## src/rtl/core/assert_macros.svh

```systemverilog
// Assertion macros shared by the heap build core RTL.
// No dependencies; included by files that carry concurrent checks.
`ifndef ASSERT_MACROS_SVH
`define ASSERT_MACROS_SVH

// Property that must hold at every clock edge outside reset.
`define KMHB_ASSERT(name, clk, rst, prop) \
   name: assert property (@(posedge clk) disable iff (rst) (prop)) \
      else $error("kmhb assertion failed");

// Trigger in one cycle implies the result in the next cycle.
`define KMHB_ASSERT_NEXT(name, clk, rst, pre, post) \
   name: assert property (@(posedge clk) disable iff (rst) (pre) |=> (post)) \
      else $error("kmhb assertion failed");

`endif

```

## src/rtl/core/kmhb_pkg.sv

```systemverilog
// Package for the k-ary min-heap build core: sizes, state encoding,
// command and status structs. No dependencies.
`default_nettype none

package kmhb_pkg;

   localparam int ARITY    = 3;
   localparam int CAPACITY = 64;
   localparam int DATA_W   = 32;

   // index into the store, element count, child index and counters
   localparam int IDX_W = $clog2(CAPACITY);
   localparam int CNT_W = $clog2(CAPACITY + 1);
   localparam int CH_W  = $clog2(ARITY * CAPACITY + 2);
   localparam int K_W   = $clog2(ARITY + 1);
   localparam int R_W   = $clog2(ARITY);

   typedef enum logic [3:0] {
      ST_LOAD,
      ST_PREP,
      ST_NODE_RD,
      ST_NODE_CAP,
      ST_CHILD_RD,
      ST_CHILD_CMP,
      ST_DECIDE,
      ST_SWAP_B,
      ST_EMIT_RD,
      ST_EMIT_OUT
   } kmhb_state_type;

   // controller to datapath
   typedef struct packed {
      logic load;
      logic prep;
      logic node_rd;
      logic node_cap;
      logic child_rd;
      logic child_cmp;
      logic swap_a;
      logic swap_b;
      logic next_outer;
      logic emit_rd;
      logic emit_out;
   } kmhb_cmd_type;

   // datapath to controller
   typedef struct packed {
      logic count_small;
      logic child_ok;
      logic node_best;
      logic outer_zero;
      logic emit_last;
   } kmhb_status_type;

endpackage

`default_nettype wire

```

## src/rtl/core/kmhb_ctrl.sv

```systemverilog
// Sequencer for the heap build core: load, bottom-up sift-down, emit.
// Depends on kmhb_pkg.
`default_nettype none

module kmhb_ctrl (
   input  wire logic                      clock,
   input  wire logic                      reset,
   input  wire logic                      start,
   input  wire logic                      req_last_in,
   input  wire kmhb_pkg::kmhb_status_type status,
   output kmhb_pkg::kmhb_cmd_type         cmd,
   output logic                           busy,
   output logic                           rsp_valid
);
   import kmhb_pkg::*;

   kmhb_state_type state_ff, state_in;

   // state register
   always_ff @(posedge clock) begin
      if (reset) begin
         state_ff <= ST_LOAD;
      end else begin
         state_ff <= state_in;
      end
   end

   // next state
   always_comb begin
      state_in = state_ff;
      unique case (state_ff)
         ST_LOAD: begin
            if (start && req_last_in) state_in = ST_PREP;
         end
         ST_PREP: begin
            state_in = status.count_small ? ST_EMIT_RD : ST_NODE_RD;
         end
         ST_NODE_RD:   state_in = ST_NODE_CAP;
         ST_NODE_CAP:  state_in = ST_CHILD_RD;
         ST_CHILD_RD: begin
            state_in = status.child_ok ? ST_CHILD_CMP : ST_DECIDE;
         end
         ST_CHILD_CMP: state_in = ST_CHILD_RD;
         ST_DECIDE: begin
            if (!status.node_best)      state_in = ST_SWAP_B;
            else if (status.outer_zero) state_in = ST_EMIT_RD;
            else                        state_in = ST_NODE_RD;
         end
         ST_SWAP_B:    state_in = ST_NODE_RD;
         ST_EMIT_RD:   state_in = ST_EMIT_OUT;
         ST_EMIT_OUT: begin
            state_in = status.emit_last ? ST_LOAD : ST_EMIT_RD;
         end
         default:      state_in = ST_LOAD;
      endcase
   end

   // command decode
   always_comb begin
      cmd       = '0;
      busy      = 1'b1;
      rsp_valid = 1'b0;
      unique case (state_ff)
         ST_LOAD: begin
            busy     = 1'b0;
            cmd.load = start;
         end
         ST_PREP:      cmd.prep      = 1'b1;
         ST_NODE_RD:   cmd.node_rd   = 1'b1;
         ST_NODE_CAP:  cmd.node_cap  = 1'b1;
         ST_CHILD_RD:  cmd.child_rd  = status.child_ok;
         ST_CHILD_CMP: cmd.child_cmp = 1'b1;
         ST_DECIDE: begin
            cmd.swap_a     = !status.node_best;
            cmd.next_outer = status.node_best && !status.outer_zero;
         end
         ST_SWAP_B:    cmd.swap_b    = 1'b1;
         ST_EMIT_RD:   cmd.emit_rd   = 1'b1;
         ST_EMIT_OUT: begin
            cmd.emit_out = 1'b1;
            rsp_valid    = 1'b1;
         end
         default: begin
            busy = 1'b1;
         end
      endcase
   end

endmodule

`default_nettype wire

```

## src/rtl/core/kmhb_dpath.sv

```systemverilog
// Datapath for the heap build core: element store, sift-down registers,
// compare, load and emit counters. Depends on kmhb_pkg and assert_macros.svh.
`default_nettype none
`include "assert_macros.svh"

module kmhb_dpath (
   input  wire logic                      clock,
   input  wire logic                      reset,
   input  wire kmhb_pkg::kmhb_cmd_type    cmd,
   input  wire logic signed [31:0]        req_element_value,
   output kmhb_pkg::kmhb_status_type      status,
   output logic signed [31:0]             rsp_heap_value,
   output logic                           rsp_last_out,
   output logic                           rsp_overflowed
);
   import kmhb_pkg::*;

   // element store, one write and one registered read port
   logic signed [DATA_W-1:0] mem [CAPACITY];
   logic signed [DATA_W-1:0] rd_data_ff;
   logic                     rd_en;
   logic [IDX_W-1:0]         rd_addr;
   logic                     wr_en;
   logic [IDX_W-1:0]         wr_addr;
   logic signed [DATA_W-1:0] wr_data;

   // control registers
   logic [CNT_W-1:0] count_ff;
   logic             ovf_ff;
   logic [IDX_W-1:0] emit_ff;
   logic [IDX_W-1:0] par_ff;     // parent of the next index to store
   logic [R_W-1:0]   rem_ff;     // sibling position of the next index
   logic [IDX_W-1:0] start_ff;   // parent of the last stored index

   // sift-down registers
   logic [IDX_W-1:0]         outer_ff;
   logic [IDX_W-1:0]         cur_ff;
   logic [CH_W-1:0]          child_ff;
   logic [K_W-1:0]           k_ff;
   logic [IDX_W-1:0]         best_idx_ff;
   logic signed [DATA_W-1:0] best_val_ff;
   logic signed [DATA_W-1:0] node_val_ff;

   logic room;
   logic child_less;

   assign room       = count_ff < CNT_W'(CAPACITY);
   assign child_less = rd_data_ff < best_val_ff;

   // status to the controller
   assign status.count_small = count_ff < CNT_W'(2);
   assign status.child_ok    = (child_ff < CH_W'(count_ff)) && (k_ff < K_W'(ARITY));
   assign status.node_best   = best_idx_ff == cur_ff;
   assign status.outer_zero  = outer_ff == '0;
   assign status.emit_last   = (CNT_W'(emit_ff) + CNT_W'(1)) == count_ff;

   // result fields
   assign rsp_heap_value = rd_data_ff;
   assign rsp_last_out   = status.emit_last;
   assign rsp_overflowed = ovf_ff;

   // read address select
   always_comb begin
      rd_en   = cmd.node_rd || cmd.child_rd || cmd.emit_rd;
      rd_addr = cur_ff;
      if (cmd.child_rd)     rd_addr = child_ff[IDX_W-1:0];
      else if (cmd.emit_rd) rd_addr = emit_ff;
   end

   // write address and data select
   always_comb begin
      wr_en   = (cmd.load && room) || cmd.swap_a || cmd.swap_b;
      wr_addr = count_ff[IDX_W-1:0];
      wr_data = req_element_value;
      if (cmd.swap_a) begin
         wr_addr = cur_ff;
         wr_data = best_val_ff;
      end else if (cmd.swap_b) begin
         wr_addr = best_idx_ff;
         wr_data = node_val_ff;
      end
   end

   // store
   always_ff @(posedge clock) begin
      if (wr_en) mem[wr_addr] <= wr_data;
      if (rd_en) rd_data_ff <= mem[rd_addr];
   end

   // load count, overflow flag, parent tracking and emit index
   always_ff @(posedge clock) begin
      if (reset) begin
         count_ff <= '0;
         ovf_ff   <= 1'b0;
         emit_ff  <= '0;
         par_ff   <= '0;
         rem_ff   <= '0;
      end else if (cmd.load) begin
         if (room) begin
            count_ff <= count_ff + CNT_W'(1);
            if (count_ff != '0) begin
               if (rem_ff == R_W'(ARITY - 1)) begin
                  rem_ff <= '0;
                  par_ff <= par_ff + IDX_W'(1);
               end else begin
                  rem_ff <= rem_ff + R_W'(1);
               end
            end
         end else begin
            ovf_ff <= 1'b1;
         end
      end else if (cmd.emit_out) begin
         if (status.emit_last) begin
            count_ff <= '0;
            ovf_ff   <= 1'b0;
            emit_ff  <= '0;
            par_ff   <= '0;
            rem_ff   <= '0;
         end else begin
            emit_ff <= emit_ff + IDX_W'(1);
         end
      end
   end

   // last parent seen, taken as the first sift node
   always_ff @(posedge clock) begin
      if (cmd.load && room && count_ff != '0) start_ff <= par_ff;
   end

   // sift-down walk
   always_ff @(posedge clock) begin
      if (cmd.prep) begin
         outer_ff <= start_ff;
         cur_ff   <= start_ff;
      end
      if (cmd.next_outer) begin
         outer_ff <= outer_ff - IDX_W'(1);
         cur_ff   <= outer_ff - IDX_W'(1);
      end
      if (cmd.node_rd) begin
         child_ff <= CH_W'(cur_ff) * CH_W'(ARITY) + CH_W'(1);
         k_ff     <= '0;
      end
      if (cmd.node_cap) begin
         node_val_ff <= rd_data_ff;
         best_val_ff <= rd_data_ff;
         best_idx_ff <= cur_ff;
      end
      if (cmd.child_cmp) begin
         // strict less: equal children keep the lower index
         if (child_less) begin
            best_val_ff <= rd_data_ff;
            best_idx_ff <= child_ff[IDX_W-1:0];
         end
         child_ff <= child_ff + CH_W'(1);
         k_ff     <= k_ff + K_W'(1);
      end
      if (cmd.swap_b) cur_ff <= best_idx_ff;
   end

   // checks
   `KMHB_ASSERT(a_count_range, clock, reset, count_ff <= CNT_W'(CAPACITY))
   `KMHB_ASSERT(a_swap_idx, clock, reset,
      !cmd.swap_a || (best_idx_ff > cur_ff && CNT_W'(best_idx_ff) < count_ff))
   `KMHB_ASSERT(a_emit_range, clock, reset, !cmd.emit_out || CNT_W'(emit_ff) < count_ff)
   `KMHB_ASSERT_NEXT(a_emit_clear, clock, reset, cmd.emit_out && status.emit_last,
      count_ff == '0 && !ovf_ff)

endmodule

`default_nettype wire

```

## src/rtl/core/kary_min_heap_build_core.sv

```systemverilog
// Top level of the k-ary min-heap build core: controller plus datapath.
// Depends on kmhb_pkg, kmhb_ctrl and kmhb_dpath.
//
//   channel   handshake            payload
//   request   start / busy         req_element_value, req_last_in
//   response  rsp_valid (strobe)   rsp_heap_value, rsp_last_out, rsp_overflowed
//
// Loading takes one cycle per element; busy is low only while loading.
// After the last element: a prep step, then per sift step a node read and capture,
// a read and compare per child examined, a decide, and a swap step if one follows;
// bounded by the single store read port. Emission reads, then shows each element.
// Synchronous reset clears the count and overflow flag; the store needs no clearing.
// The receiver cannot stall: each result is shown for exactly one cycle.
`default_nettype none

module kary_min_heap_build_core (
   input  wire logic               clock,
   input  wire logic               reset,
   input  wire logic               start,
   output logic                    busy,
   input  wire logic signed [31:0] req_element_value,
   input  wire logic               req_last_in,
   output logic                    rsp_valid,
   output logic signed [31:0]      rsp_heap_value,
   output logic                    rsp_last_out,
   output logic                    rsp_overflowed
);
   import kmhb_pkg::*;

   kmhb_cmd_type    cmd;
   kmhb_status_type status;

   kmhb_ctrl u_ctrl (
      .clock       (clock),
      .reset       (reset),
      .start       (start),
      .req_last_in (req_last_in),
      .status      (status),
      .cmd         (cmd),
      .busy        (busy),
      .rsp_valid   (rsp_valid)
   );

   kmhb_dpath u_dpath (
      .clock             (clock),
      .reset             (reset),
      .cmd               (cmd),
      .req_element_value (req_element_value),
      .status            (status),
      .rsp_heap_value    (rsp_heap_value),
      .rsp_last_out      (rsp_last_out),
      .rsp_overflowed    (rsp_overflowed)
   );

endmodule

`default_nettype wire
```

## config.mk

```make
export PLATFORM = sky130hd
export DESIGN_NAME = kary_min_heap_build_core
export DESIGN_NICKNAME = d
export VERILOG_FILES = /design/src/rtl/core/kmhb_pkg.sv /design/src/rtl/core/kmhb_ctrl.sv /design/src/rtl/core/kmhb_dpath.sv /design/src/rtl/core/kary_min_heap_build_core.sv
export VERILOG_INCLUDE_DIRS = /design/src /design/src/rtl/core
export SDC_FILE = /design/constraint.sdc
export NUM_CORES = 2
export LEC_CHECK = 0
export BUFFER_PORTS_ARGS = -buffer_cell sky130_fd_sc_hd__buf_2
export CORE_UTILIZATION = 32
export CTS_CLUSTER_SIZE = 25
export DETAILED_ROUTE_END_ITERATION = 10
export PLACE_DENSITY_LB_ADDON = 0.12
export SYNTH_ARGS = -nofsm -noshare
export SYNTH_HDL_FRONTEND = slang
export SYNTH_HIERARCHICAL = 1
export SYNTH_SLANG_ARGS = --single-unit
```

## constraint.sdc

```tcl
create_clock -name clock -period 16.3 [get_ports clock]
set_input_delay 0.815 -clock clock [delete_from_list [all_inputs] [get_ports clock]]
set_output_delay 0.815 -clock clock [all_outputs]
set_load 0.03 [all_outputs]
```

# --- After elaboration in Yosys (flattened, before gate mapping) ---
# Memories as Yosys holds them, arrays and structs flattened. A register that Yosys moved wholly into a read port is not among the register bits.
# Cells that the tools add are included.
op_classes:
  add_sub_neg: 9
  multipliers: 1
  n_lt_le_gt_ge: 5
  eq_ne: 17
  n_mux: 61
  bitwise: 1
  reduce_logical: 25
ops:
  columns: ["operator", "n"]
  rows:
  - ["32-bit 2-to-1 mux", 5]
  - ["6-bit 2-to-1 mux", 17]
  - ["4-bit case mux with 9 select lines", 1]
  - ["32-bit less-than comparator", 1]
  - ["7-bit 2-to-1 mux", 4]
  - ["4-bit 2-to-1 mux", 5]
  - ["1-bit 2-to-1 mux", 18]
  - ["2-bit 2-to-1 mux", 9]
  - ["8-bit by 1-bit adder with 8-bit output, second input constant", 2]
  - ["4-bit by 3-bit == test with 1-bit output, second input constant", 4]
  - ["8-bit 2-to-1 mux", 2]
  - ["6-bit by 1-bit adder with 6-bit output, second input constant", 2]
  - ["4-bit by 2-bit == test with 1-bit output, second input constant", 2]
  - ["4-bit == test, second input constant", 2]
  - ["8-bit by 7-bit less-than comparator with 1-bit output", 1]
  - ["6-bit by 2-bit multiplier with 8-bit output, second input constant", 1]
  - ["2-bit inequality test, second input constant", 4]
  - ["2-bit nonzero test", 4]
  - ["6-bit by 1-bit adder with 7-bit output, second input constant", 1]
  - ["7-bit by 1-bit adder with 7-bit output, second input constant", 1]
  - ["7-bit == test", 1]
  - ["7-bit by 2-bit less-than comparator with 1-bit output, second input constant", 1]
  - ["7-bit less-than comparator, second input constant", 1]
  - ["7-bit nonzero test", 1]
  - ["19 further kinds", 29]
word_totals:
  reg_bits: 124
  mem_bits_rw: 2048
  out_inout_bits: 36
  word_cells: 134
  memories: 1
memory_table:
  columns: ["name", "depth", "width", "read_ports", "rd_clocked_by_memory_dff", "write_ports", "line", "rtl"]
  rows:
  - ["u_dpath.mem", 64, 32, 1, 1, 1, "kmhb_dpath.sv:19", "logic signed [DATA_W-1:0] mem [CAPACITY];"]

# --- Logic depth before layout (Yosys ltp) ---
logic_depth:
  ltp_word: 7
  mapped_depth: 21

# --- Cells and area by module ---
# The synthesis kept the hierarchy.
by_module_without_submodules:
  columns: ["module", "n_inst", "cells_per_inst", "area_each_um2", "seq_area_each_um2"]
  rows:
  - ["kmhb_dpath", 1, 5857, 88421.1, 65462.8]
  - ["kmhb_ctrl", 1, 53, 382.9, 80.1]

# --- Worst setup path before layout ---
# OpenSTA, ideal clock, no wires.
synth_path:
  path_kind: "register -> register"
  start: "register u_ctrl.state_ff[3]"
  end: "memory u_dpath.mem[0][19] (data pin)"
  setup_ns: 0.701
  arrival_time_ns: 4.588
  slack_ns: 11.010
  path_stages_with_launch: 9
  path_buffers: 4
  period_less_slack_ns: 5.290
  path_cell_list: "dfxtp_1 -> buf_2 -> nand2b_1 -> nor2_1 -> buf_1 -> buf_1 -> buf_2 -> mux2i_1 -> o21ai_0"
synth_lines:
  columns: ["item", "line", "rtl"]
  rows:
  - ["from (decl)", "kmhb_ctrl.sv:17", "kmhb_state_type state_ff, state_in;"]
  - ["from (signal assigned)", "kmhb_ctrl.sv:24", "state_ff <= state_in;"]
  - ["to (decl)", "kmhb_dpath.sv:19", null]

==> results.sh <==
export IMPL_rsz0062_at_grt="false"
export IMPL_crit_top_cell="a21o_1"
export IMPL_fin_nets=6131
export IMPL_grt_pass1_vias=49600
export IMPL_globalRouteOverflowTotal=0
export IMPL_cp_top_family="buffers and inverters"
export IMPL_swShare_pct=23.3
export IMPL_cts_num_sinks=2204
export IMPL_skew_ps=65.5
export IMPL_first_pass_iters=10
export IMPL_yosysWarnings=6
export IMPL_reg2regPathDepth=20
export IMPL_internal_power_mw=9.40
export IMPL_r2r_start="u_dpath/count_ff[1]"
export IMPL_cp_arrival_ps=8590
export IMPL_wl_met2_um=126000
export IMPL_met3_length_um=16600
export IMPL_wl_per_cell_um=27.8
export IMPL_vias=51200
export IMPL_cp_start_kind="flip-flop"
export IMPL_final_setup_tns_ps=0
export IMPL_comb_power_share_pct=7.1
export IMPL_synth_area_mm2=0.0888
export IMPL_wl_met1_um=127000
export IMPL_layout_min_cycle_time_ps=7940
export IMPL_hold_class="in2reg"
export IMPL_yosys_most_used_dff="edfxtp_1"
export IMPL_maxSlewHeadroom_pct=22.5
export IMPL_cp_num_buf_inv=5
export IMPL_p_leak_nw=34.7
export IMPL_synth_edff_count=2140
export IMPL_start_util_pct=32.1
export IMPL_timing_final_max_slew_violations=0
export IMPL_cp_num_cells=20
export IMPL_clk_latency_ps=930
export IMPL_core_region_area_mm2=0.276
export IMPL_cts_buffers=241
export IMPL_detailed_place_hpwl_um=150000
export IMPL_synth_top_area_share_pct=72.4
export IMPL_die_y_um=529
export IMPL_sequentialPowerShare_pct=51.2
export IMPL_critical_path_max_fanout=116
export IMPL_synth_seq_cells=2204
export IMPL_syn_inst=5910
export IMPL_postCtsSetupBuffers=0
export IMPL_htreeDepth=4
export IMPL_antenna_found_initial=24
export IMPL_crit_path_top_delay_cell="and3_1"
export IMPL_outcome="complete, but fails checks"
export IMPL_final_cell_mix="edfxtp_1 (2140), nand2_1 (1116), mux2i_1 (815)"
export IMPL_synth_nets=6000
export IMPL_peakVddDrop_uv=80.8
export IMPL_place_gp_congestion=0.771
export IMPL_clk_pin_slew_ps=60
export IMPL_final_common_cell="edfxtp_1"
export IMPL_path_cells="inv_1 > ha_1 > a21o_1 > a21o_1 > a21o_1 > a21o_1 > a21o_1 > a2111oi_0 > and3_1 > nand2_1 > o21ai_4 > buf_12 > buf_12 > buf_4 > buf_4 > mux2i_1 > mux2i_1 > a32oi_1 > nand4_1 > mux2_2"
export IMPL_grt_pass1_wl_um=387000
export IMPL_drive_gt1_share_pct=12.1
export IMPL_drtAntennaViolNets=0
export IMPL_switching_power_mw=2.85
export IMPL_violations="DRC"
export IMPL_fp_dieW_um=529
export IMPL_root_buffer="clkbuf_16"
export IMPL_whs_ps=405
export IMPL_fin_crit_sh_pct=48.7
export IMPL_setup_violations_final=0
export IMPL_ios=72
export IMPL_min_from="reset"
export IMPL_min_path_cells=2
export IMPL_ctsResizeCount=0
export IMPL_fillers=26200
export IMPL_drt_initial_drc_count=4455
export IMPL_ys_top_cells_by_area="edfxtp_1 (72%), mux2i_1 (9.2%), nand2_1 (4.7%)"
export IMPL_cts_buffer_depth=4
export IMPL_maxCapViolations=0
export IMPL_pwr_share_clk_pct=41.7
export IMPL_max_clock_freq_mhz=126
export IMPL_grt_max_degree=128
export IMPL_area_growth_pct=14.7
export IMPL_grt_use_total_pct=19.4
export IMPL_hold_violations=0
export IMPL_fp_dieArea_mm2=0.280
export IMPL_cts_hold_buf=0
export IMPL_ys_async_sr_fraction_pct=0
export IMPL_top_layer="met5"
export IMPL_ys_types=69
export IMPL_synth_top_area_cell="edfxtp_1"
export IMPL_cts_tree="built"
export IMPL_drc_errors=2
export IMPL_p_per_area_mw_per_mm2=120
export IMPL_worst_slew_pin_slew_ps=1160
export IMPL_finalWirelength_um=276000
export IMPL_io_buffers=71
export IMPL_finalWorstSetupSlack_ps=8360
export IMPL_cp_slowest_stage_delay_ps=840
export IMPL_ys_seq_area_share_pct=73.8
export IMPL_dp_slack_ps=8380
export IMPL_crit_type="reg2reg"
export IMPL_num_rows=193
export IMPL_synth_area_per_cell_um2=15.0
export IMPL_endpoint_kind="flip-flop"
export IMPL_setup_worst_path_start="u_dpath/count_ff[1]"
export IMPL_worstPathRequired_ps=16950
export IMPL_viasPerCell=5.15
[final cells by class]
type                       instances  area [um^2]  share of cell area, %
sequential                      2204        65500                   64.4
tap                             3705         4640                   4.55
antenna                           10         25.0                 0.0246
timing repair buffer             239         1730                   1.70
multi-input combinational       3302        22500                   22.1
inverter                          53          199                  0.195
clock inverter                   113          808                  0.794
clock buffer                     314         6380                   6.26
[metal layers]
| metal | up-vias | global-route usage [%] |
|---|---|---|
| li1 | 22800 | - |
| met1 | 26600 | 27.7 |
| met2 | 1451 | 30.5 |
| met3 | 371 | 3.11 |
| met4 | 2 | 5.02 |
| met5 | - | 0 |
[sequential cells by signal, summed over array words and instances (netlist names)]
| signal | count |
|---|---|
| u_dpath/mem | 2048 |
| u_dpath/start_ff | 6 |
| u_dpath/outer_ff | 6 |
| u_dpath/par_ff | 6 |
| u_dpath/best_idx_ff | 6 |
| u_dpath/node_val_ff | 32 |
| u_dpath/count_ff | 7 |
| u_dpath/k_ff | 2 |
| u_dpath/rsp_heap_value | 32 |
| u_dpath/rsp_overflowed | 1 |
| u_dpath/child_ff | 8 |
| u_dpath/emit_ff | 6 |
| u_dpath/cur_ff | 6 |
| u_ctrl/state_ff | 4 |
| u_dpath/rem_ff | 2 |
| u_dpath/best_val_ff | 32 |
[worst reg2reg max path, delay by kind of cell (launching register included)]
family | cells | cell delay (ps)
compound gates | 8 | 1950
fa+ha+maj | 1 | 310
buf+inv | 5 | 2660
flops | 1 | 460
mux | 3 | 820
simple gates | 3 | 1530
[cells by family after synthesis]
kind of cell               count (synthesis)  share of synthesized area [%]
DFF                                     2204                           73.8
and+or+nand+nor                         1909                           9.28
muxes                                    899                           10.3
AOI/OAI and AO/OA                        406                           3.60
buffers and inverters                    404                           1.95
adders and majority gates                 54                          0.769
xor gates and xnor gates                  34                          0.351
[power by group through the flow]
stage               sequential [mW]  combinational, mW  clock (mW)
floorplan                      6.39              0.525           0
global placement               6.39              0.865           0
detailed placement             6.39              0.870           0
CTS                            6.27              0.873        5.25
global route                   6.27              0.928        5.45
finish                         6.27              0.864        5.11
[synthesized netlist by cell type, drive strengths merged, types with 3 or more instances]
library cell and instances:
and3 6, a21o 11, nor3 12, nand3 530
nor2b 6, o21ai 61, nor4 3, a211oi 6
xor2 11, nand4 74, ha 53, clkbuf 180
buf 171, nor3b 6, mux2i 815, a21oi 34
dfxtp 64, nor4b 4, o21a 13, mux2 84
o311ai 3, xnor2 22, inv 53, edfxtp 2140
nand2 1116, nor2 114, nand2b 14, a32oi 256
and2 4, or3 9
[worst paths after layout]
path	to	slack, ps
worst max register to register	u_dpath/rsp_heap_value[2]	8360
worst min-delay path	u_dpath/rsp_overflowed	400
worst min register to register	u_dpath/start_ff[5]	470
worst max-delay path	u_dpath/rsp_heap_value[2]	8360
[through the flow]
step           instance area [um^2]  power, mW  util, %  instances
5_1_grt                      102000       12.6     36.9       9932
3_3_place_gp                  94600       7.25     34.3       9503
6_report                     102000       12.2     36.9       9940
3_5_place_dp                  94600       7.26     34.3       9503
4_1_cts                      102000       12.4     36.9       9930
2_1_floorplan                 88800       6.92        -       5910
(Power assumes the default switching activity.)
